--- src/rtl/mstpt_pkg.sv ---
// ----------------------------------------------------------------------------
// mstpt_pkg
// Types and constants for the millisecond tick timer.
// ----------------------------------------------------------------------------
package mstpt_pkg;

   localparam int MILLIS_W = 10;
   localparam int SEC_W    = 16;
   localparam int COUNT_W  = 16;
   localparam int CODE_W   = 8;
   localparam int OP_W     = 3;

   localparam logic [OP_W-1:0] OP_TICK       = 3'd0;
   localparam logic [OP_W-1:0] OP_RESET_TIME = 3'd1;
   localparam logic [OP_W-1:0] OP_START_PER  = 3'd2;
   localparam logic [OP_W-1:0] OP_STOP_PER   = 3'd3;
   localparam logic [OP_W-1:0] OP_START_ONE  = 3'd4;
   localparam logic [OP_W-1:0] OP_STOP_ONE   = 3'd5;

   typedef struct packed {
      logic [OP_W-1:0]    opcode;
      logic               channel;
      logic [COUNT_W-1:0] count_ms;
      logic [CODE_W-1:0]  event_code;
   } req_type;

   typedef struct packed {
      logic [MILLIS_W-1:0] millis;
      logic [SEC_W-1:0]    seconds;
      logic                periodic0_fired;
      logic [CODE_W-1:0]   periodic0_code;
      logic                periodic1_fired;
      logic [CODE_W-1:0]   periodic1_code;
      logic                oneshot_fired;
      logic [CODE_W-1:0]   oneshot_code;
   } rsp_type;

   typedef struct packed {
      logic tick;
      logic clear;
   } clk_ctl_type;

   typedef struct packed {
      logic               tick;
      logic               start;
      logic               stop;
      logic [COUNT_W-1:0] count;
      logic [CODE_W-1:0]  code;
   } chan_ctl_type;

endpackage

--- src/rtl/mstpt_clock.sv ---
// ----------------------------------------------------------------------------
// mstpt_clock
// Millisecond / second time counter.
// ----------------------------------------------------------------------------
module mstpt_clock
   import mstpt_pkg::*;
#(
   parameter int MS_PER_SECOND = 1000
) (
   input  logic                clock,
   input  logic                reset,
   input  clk_ctl_type         ctl,
   output logic [MILLIS_W-1:0] millis_next,
   output logic [SEC_W-1:0]    seconds_next
);

   localparam logic [MILLIS_W-1:0] MS_LAST = MILLIS_W'(MS_PER_SECOND - 1);

   logic [MILLIS_W-1:0] ms_ff, ms_in;
   logic [SEC_W-1:0]    sec_ff, sec_in;

   always_comb begin
      ms_in  = ms_ff;
      sec_in = sec_ff;
      if (ctl.clear) begin
         ms_in  = '0;
         sec_in = '0;
      end else if (ctl.tick) begin
         if (ms_ff == MS_LAST) begin
            ms_in  = '0;
            sec_in = sec_ff + 1'b1;
         end else begin
            ms_in = ms_ff + 1'b1;
         end
      end
   end

   always_ff @(posedge clock) begin
      if (reset) begin
         ms_ff  <= '0;
         sec_ff <= '0;
      end else begin
         ms_ff  <= ms_in;
         sec_ff <= sec_in;
      end
   end

   assign millis_next  = ms_in;
   assign seconds_next = sec_in;

endmodule

--- src/rtl/mstpt_periodic.sv ---
// ----------------------------------------------------------------------------
// mstpt_periodic
// One periodic channel: countdown with reload, fires its code at zero.
// ----------------------------------------------------------------------------
module mstpt_periodic
   import mstpt_pkg::*;
(
   input  logic              clock,
   input  logic              reset,
   input  chan_ctl_type      ctl,
   output logic [CODE_W-1:0] fire_code
);

   logic [COUNT_W-1:0] rem_ff, rem_in;
   logic [COUNT_W-1:0] reload_ff, reload_in;
   logic [CODE_W-1:0]  event_ff, event_in;
   logic               fire;

   assign fire      = ctl.tick && (event_ff != '0) && (rem_ff == '0);
   assign fire_code = fire ? event_ff : '0;

   always_comb begin
      rem_in    = rem_ff;
      reload_in = reload_ff;
      event_in  = event_ff;
      priority if (ctl.stop) begin
         rem_in    = '0;
         reload_in = '0;
         event_in  = '0;
      end else if (ctl.start) begin
         rem_in    = ctl.count;
         reload_in = ctl.count;
         event_in  = ctl.code;
      end else if (ctl.tick && (event_ff != '0)) begin
         rem_in = fire ? reload_ff : rem_ff - 1'b1;
      end
   end

   always_ff @(posedge clock) begin
      if (reset) begin
         rem_ff    <= '0;
         reload_ff <= '0;
         event_ff  <= '0;
      end else begin
         rem_ff    <= rem_in;
         reload_ff <= reload_in;
         event_ff  <= event_in;
      end
   end

endmodule

--- src/rtl/mstpt_oneshot.sv ---
// ----------------------------------------------------------------------------
// mstpt_oneshot
// One-shot countdown: fires its code once at zero, then goes inactive.
// ----------------------------------------------------------------------------
module mstpt_oneshot
   import mstpt_pkg::*;
(
   input  logic              clock,
   input  logic              reset,
   input  chan_ctl_type      ctl,
   output logic [CODE_W-1:0] fire_code
);

   logic [COUNT_W-1:0] rem_ff, rem_in;
   logic [CODE_W-1:0]  event_ff, event_in;
   logic               fire;

   assign fire      = ctl.tick && (event_ff != '0) && (rem_ff == '0);
   assign fire_code = fire ? event_ff : '0;

   always_comb begin
      rem_in   = rem_ff;
      event_in = event_ff;
      priority if (ctl.stop) begin
         rem_in   = '0;
         event_in = '0;
      end else if (ctl.start) begin
         rem_in   = ctl.count;
         event_in = ctl.code;
      end else if (fire) begin
         event_in = '0;
      end else if (ctl.tick && (event_ff != '0)) begin
         rem_in = rem_ff - 1'b1;
      end
   end

   always_ff @(posedge clock) begin
      if (reset) begin
         rem_ff   <= '0;
         event_ff <= '0;
      end else begin
         rem_ff   <= rem_in;
         event_ff <= event_in;
      end
   end

endmodule

--- src/rtl/ms_tick_periodic_and_oneshot_timer.sv ---
// ----------------------------------------------------------------------------
// ms_tick_periodic_and_oneshot_timer
// Millisecond tick timer with periodic channels and a one-shot.
//
//   channel   direction  handshake            word
//   req_      in         req_valid/req_ready  req_type (opcode, channel, count, code)
//   rsp_      out        rsp_valid/rsp_ready  rsp_type (time, fired flags, codes)
//
// One word per cycle sustained while rsp_ready stays high. A word passes through the
// input register and then the result register, which drives rsp_valid. Synchronous
// reset clears time and channels and empties both stages (their valid flags). A
// stalled result holds the pipe; the input register takes one more word while the
// result waits, then req_ready drops.
// ----------------------------------------------------------------------------
module ms_tick_periodic_and_oneshot_timer
   import mstpt_pkg::*;
#(
   parameter int NUM_PERIODIC  = 2,
   parameter int MS_PER_SECOND = 1000
) (
   input  logic    clock,
   input  logic    reset,
   input  logic    req_valid,
   output logic    req_ready,
   input  req_type req_data,
   output logic    rsp_valid,
   input  logic    rsp_ready,
   output rsp_type rsp_data
);

   localparam int NUM_REPORTED = 2;

   logic    in_valid_ff, in_valid_in;
   req_type in_data_ff;
   logic    out_valid_ff, out_valid_in;
   rsp_type out_data_ff, out_data_in;
   logic    advance;

   clk_ctl_type         clk_ctl;
   chan_ctl_type        one_ctl;
   chan_ctl_type        per_ctl  [NUM_PERIODIC];
   logic [CODE_W-1:0]   per_code [NUM_PERIODIC];
   logic [CODE_W-1:0]   rpt_code [NUM_REPORTED];
   logic [CODE_W-1:0]   one_code;
   logic [MILLIS_W-1:0] millis_next;
   logic [SEC_W-1:0]    seconds_next;
   logic                is_tick;

   assign advance      = in_valid_ff && (!out_valid_ff || rsp_ready);
   assign req_ready    = !in_valid_ff || advance;
   assign in_valid_in  = (req_valid && req_ready) || (in_valid_ff && !advance);
   assign out_valid_in = advance || (out_valid_ff && !rsp_ready);

   assign is_tick       = advance && (in_data_ff.opcode == OP_TICK);
   assign clk_ctl.tick  = is_tick;
   assign clk_ctl.clear = advance && (in_data_ff.opcode == OP_RESET_TIME);

   assign one_ctl.tick  = is_tick;
   assign one_ctl.start = advance && (in_data_ff.opcode == OP_START_ONE);
   assign one_ctl.stop  = advance && (in_data_ff.opcode == OP_STOP_ONE);
   assign one_ctl.count = in_data_ff.count_ms;
   assign one_ctl.code  = in_data_ff.event_code;

   mstpt_clock #(
      .MS_PER_SECOND(MS_PER_SECOND)
   ) u_clock (
      .clock       (clock),
      .reset       (reset),
      .ctl         (clk_ctl),
      .millis_next (millis_next),
      .seconds_next(seconds_next)
   );

   for (genvar i = 0; i < NUM_PERIODIC; i++) begin : g_per
      assign per_ctl[i].tick  = is_tick;
      assign per_ctl[i].start = advance && (in_data_ff.opcode == OP_START_PER)
                                && (32'(in_data_ff.channel) == i);
      assign per_ctl[i].stop  = advance && (in_data_ff.opcode == OP_STOP_PER)
                                && (32'(in_data_ff.channel) == i);
      assign per_ctl[i].count = in_data_ff.count_ms;
      assign per_ctl[i].code  = in_data_ff.event_code;

      mstpt_periodic u_per (
         .clock    (clock),
         .reset    (reset),
         .ctl      (per_ctl[i]),
         .fire_code(per_code[i])
      );
   end

   for (genvar r = 0; r < NUM_REPORTED; r++) begin : g_rpt
      if (r < NUM_PERIODIC) begin : g_on
         assign rpt_code[r] = per_code[r];
      end else begin : g_off
         assign rpt_code[r] = '0;
      end
   end

   mstpt_oneshot u_oneshot (
      .clock    (clock),
      .reset    (reset),
      .ctl      (one_ctl),
      .fire_code(one_code)
   );

   always_comb begin
      out_data_in.millis          = millis_next;
      out_data_in.seconds         = seconds_next;
      out_data_in.periodic0_code  = rpt_code[0];
      out_data_in.periodic0_fired = (rpt_code[0] != '0);
      out_data_in.periodic1_code  = rpt_code[1];
      out_data_in.periodic1_fired = (rpt_code[1] != '0);
      out_data_in.oneshot_code    = one_code;
      out_data_in.oneshot_fired   = (one_code != '0);
   end

   always_ff @(posedge clock) begin
      if (reset) begin
         in_valid_ff  <= 1'b0;
         out_valid_ff <= 1'b0;
      end else begin
         in_valid_ff  <= in_valid_in;
         out_valid_ff <= out_valid_in;
      end
   end

   always_ff @(posedge clock) begin
      if (req_valid && req_ready) begin
         in_data_ff <= req_data;
      end
      if (advance) begin
         out_data_ff <= out_data_in;
      end
   end

   assign rsp_valid = out_valid_ff;
   assign rsp_data  = out_data_ff;

endmodule

--- config.mk ---
export PLATFORM = sky130hd
export DESIGN_NAME = ms_tick_periodic_and_oneshot_timer
export DESIGN_NICKNAME = d
export VERILOG_FILES = /design/src/rtl/mstpt_pkg.sv /design/src/rtl/mstpt_clock.sv /design/src/rtl/mstpt_periodic.sv /design/src/rtl/mstpt_oneshot.sv /design/src/rtl/ms_tick_periodic_and_oneshot_timer.sv
export SDC_FILE = /design/constraint.sdc
export NUM_CORES = 1
export LEC_CHECK = 0
export BUFFER_PORTS_ARGS = -buffer_cell sky130_fd_sc_hd__buf_2
export CAP_MARGIN = 10
export CORE_ASPECT_RATIO = 0.8
export CORE_MARGIN = 2
export CORE_UTILIZATION = 64
export CTS_CLUSTER_SIZE = 28
export DETAILED_ROUTE_END_ITERATION = 8
export PLACE_DENSITY = 0.95
export SYNTH_ARGS = -nofsm -noshare
export SYNTH_HDL_FRONTEND = slang
export SYNTH_SLANG_ARGS = --single-unit
export TNS_END_PERCENT = 5
--- constraint.sdc ---
create_clock -name clock -period 4.4 [get_ports clock]
set_clock_uncertainty 0.05 [all_clocks]
set_input_delay 0.66 -clock clock [delete_from_list [all_inputs] [get_ports clock]]
set_output_delay 0.66 -clock clock [all_outputs]
set_load 0.005 [all_outputs]
==> impl_results.md <==
- Post-synth EDFFs: 81
- Final #Nets: 1,075
- Antenna diodes: 0
- Min Clock Period, post-route: 2.86 ns
- Finished Cell Area: ~11,000 um2
- Register area share after synthesis: a little over half
- Fraction of layout cells with a size suffix above 1: 14.8%
- P&R area growth vs syn: 13.4%
- Clock-pin slew on the worst setup and hold paths: 0.06 ns
- Pre-CTS setup slack: 1.03 ns
- Leakage: approximately 0.0039 uW
- Unrepaired setup endpoints after global routing: false
- Height of the die: 112 um
- First-pass GRT wire length: 38,700 um
- Area share of the largest cell type after synthesis: 28.3%
- Drt pass-1 iters: 9
- Ys Warns: 0
- CP arrival: roughly 3.2 ns
- Htree depth: 1
- Top cell type by total area after synthesis: dfxtp_1
- WP data required: about 4.8 ns
- Yosys reg bits: 213
- Rel. slew slack: approximately a third
- Kind of critical path: reg -> reg
- WL/cell: 19.6 um
- Placed Area: 9880 um2
- TritonCTS clock tree: done
- Top-count cell post-synth: nand2_1
- # port buffers: 86
- Post-cts sizing count: 0
- Final period util: 65.0%
- Setup TNS: 0 ns
- CTS buffer count: 21
- FP Rows: 39
- Nature of the critical path startpoint: register
- Hold Vio Cnt, Final: 0
- Area of the core: 14,300 um2
- Synth Flop Type: dfxtp_1
- TritonCTS Sinks: 213
- Post-Syn Area: approximately 9300 um2
- CP peak stage delay: between 0.7 and 0.8 ns
- Dpl hpwl: 16,000 um
- Initial Utilization: 65.4%
- Hold/Removal Path Class: in -> reg
- Largest fanout on the critical path: 26
- Later-pin clock latency in the skew report: 0.51 ns
- Max-slew violation count: 0
- Pin count of the biggest net entering global routing: 54
- Clock Path Buffers: 3
- Asr flop ratio synth: 0%
- Synth top cells by count: 169 x nand2_1, 132 x dfxtp_1, 81 x edfxtp_1, 80 x a21oi_1, 78 x nor2_1
- Ports: 87
- Syn avg cell area: 9.69 um2
- Worst path slowest cell: nor2_1
- Final-report setup violation count: 0
- Mean number of vias per cell: 6.53
- GR Util All Layers: just over 30%
- Post-route ant nets: 0
- CP endpoint kind: register
- PD cells: 390 nW/um2
- Slew @ Worst Pin: between 0.9 and 1 ns
- Vias in the first global route: 7,927
- Grt total ovfl: 0
- Total Power: just over 4000 uW
- Routed Wire Length: between 20,000 and 25,000 um
- Vias: 8,057
- WHS: approximately 0.28 ns
- Yosys cell types: 74
- DIE WIDTH: 139 um
- CTS Root Cell: clkbuf_16
- CP Cell Sequence: nor2b_1 -> buf_6 -> nor3_2 -> buf_4 -> nor2_1 -> a21boi_0 -> o22ai_1
- Worst vdd rail ir drop: 0.000391 V
- Die footprint: 15,600 um2
- Post-CTS setup buffer count: 0
- DRT iter0 DRCs: around 1,000
- Remaining DRCs: 0
- Placer Congestion: 0.914
- Gate Count Post-Synth: 965
- Max-cap violations: 0
- Initial antenna violation count: 0
- Mapped Nets: 1,005
- Final setup margin: 1.54 ns
- Max Fclk: 0.350 GHz
- CTS Hold Buffers Added: 0
- Outcome: complete, no violations
- Synth area leaders: dfxtp_1 28%, edfxtp_1 26%, nand2_1 6.8%
-- worst paths after layout --
| path | startpoint | to | slack (ns) | cells after the start |
|---|---|---|---|---|
| setup reg to reg | rsp_valid | g_per[1].u_per.rem_ff[8] | 1.54 | 7 |
| hold reg to reg | g_per[1].u_per.reload_ff[11] | g_per[1].u_per.reload_ff[11] | 0.40 | 2 |
| setup / recovery | rsp_valid | g_per[1].u_per.rem_ff[8] | 1.54 | 7 |
| hold / removal | req_data[3] | in_data_ff[3] | 0.28 | 1 |
-- critical path: cells and delay by family (launching register included) --
family                 cells  cell delay [ns]
DFF                        1             0.37
and+or+nand+nor            3             1.39
AOI/OAI and AO/OA          2             0.48
buffers and inverters      2             0.46
-- power by group --
part | switching, uW | internal [uW] | total (uW)
Combinational | 142 | 75.3 | 217
Sequential | 41.4 | 2090 | 2130
Clock | 757 | 1030 | 1790
Total | 940 | 3200 | 4140
-- layout by cell type, fill, tap and decap left out, drive strengths merged, types with 3 or more instances in the layout --
cell type | Yosys | final
nand2 | 169 | 169
dfxtp | 132 | 132
buf | 13 | 97
edfxtp | 81 | 81
a21oi | 80 | 80
nor2 | 79 | 79
and2 | 34 | 34
nand3 | 33 | 33
clkbuf | 37 | 25
nor4 | 21 | 21
a31oi | 20 | 20
xnor2 | 20 | 20
nand4 | 19 | 19
o21ai | 17 | 17
or4 | 16 | 16
xor2 | 16 | 16
inv | 14 | 16
nor3 | 16 | 16
o211ai | 13 | 13
or3 | 13 | 13
a21boi | 9 | 9
clkinv | 1 | 9
ha | 8 | 8
and3 | 6 | 6
o311ai | 6 | 6
mux2i | 5 | 5
and4 | 5 | 5
o32ai | 5 | 5
o22ai | 5 | 5
nand2b | 5 | 5
or2 | 4 | 4
o31a | 4 | 4
a222oi | 4 | 4
o31ai | 4 | 4
a32oi | 3 | 3
o2111a | 3 | 3
a21o | 3 | 3
o221ai | 3 | 3
o2111ai | 3 | 3
nor3b | 3 | 3
-- registers in the layout, indices dropped and copies added, names as in the netlist --
register,count
rsp_data,53
g_per.u_per.reload_ff,32
g_per.u_per.rem_ff,32
in_data_ff,28
g_per.u_per.event_ff,16
u_clock.sec_ff,16
u_oneshot.rem_ff,16
u_clock.ms_ff,10
u_oneshot.event_ff,8
in_valid_ff,1
rsp_valid,1
-- layer usage --
metal / global-route usage (%) / share of wire, % / vias to the layer above
met5: 0 / 0 / -
met4: 16.4 / 5.1 / 0
met3: 5.25 / 10 / 109
met2: 49.9 / 47 / 517
met1: 39.0 / 38 / 3777
li1: - / - / 3654
-- logic make-up (layout without fill, tap and decap cells) --
logic type	Yosys count	in the layout	share of synthesized area, %
simple gates	434	434	23.4
compound gates	203	203	14.2
mux	6	6	0.656
flops	213	213	54.3
xor+xnor	36	36	3.37
buf+inv	65	150	3.00
fa+ha+maj	8	8	1.07
-- stage by stage --
stage               utilization (%)  std cells
detailed placement             69.1       1194
global placement               69.1       1194
global route                   74.1       1234
floorplan                         -        965
CTS                            73.9       1232
finish                         74.1       1234
-- area by class of cell --
type                       count  area, um2
sequential                   213       5070
multi-input combinational    687       4020
fill                         912       3700
clock buffer                  25        561
timing repair buffer          97        529
tap                          184        230
clock inverter                13        124
inverter                      15       56.3
Power figures use the tool's default switching activity.
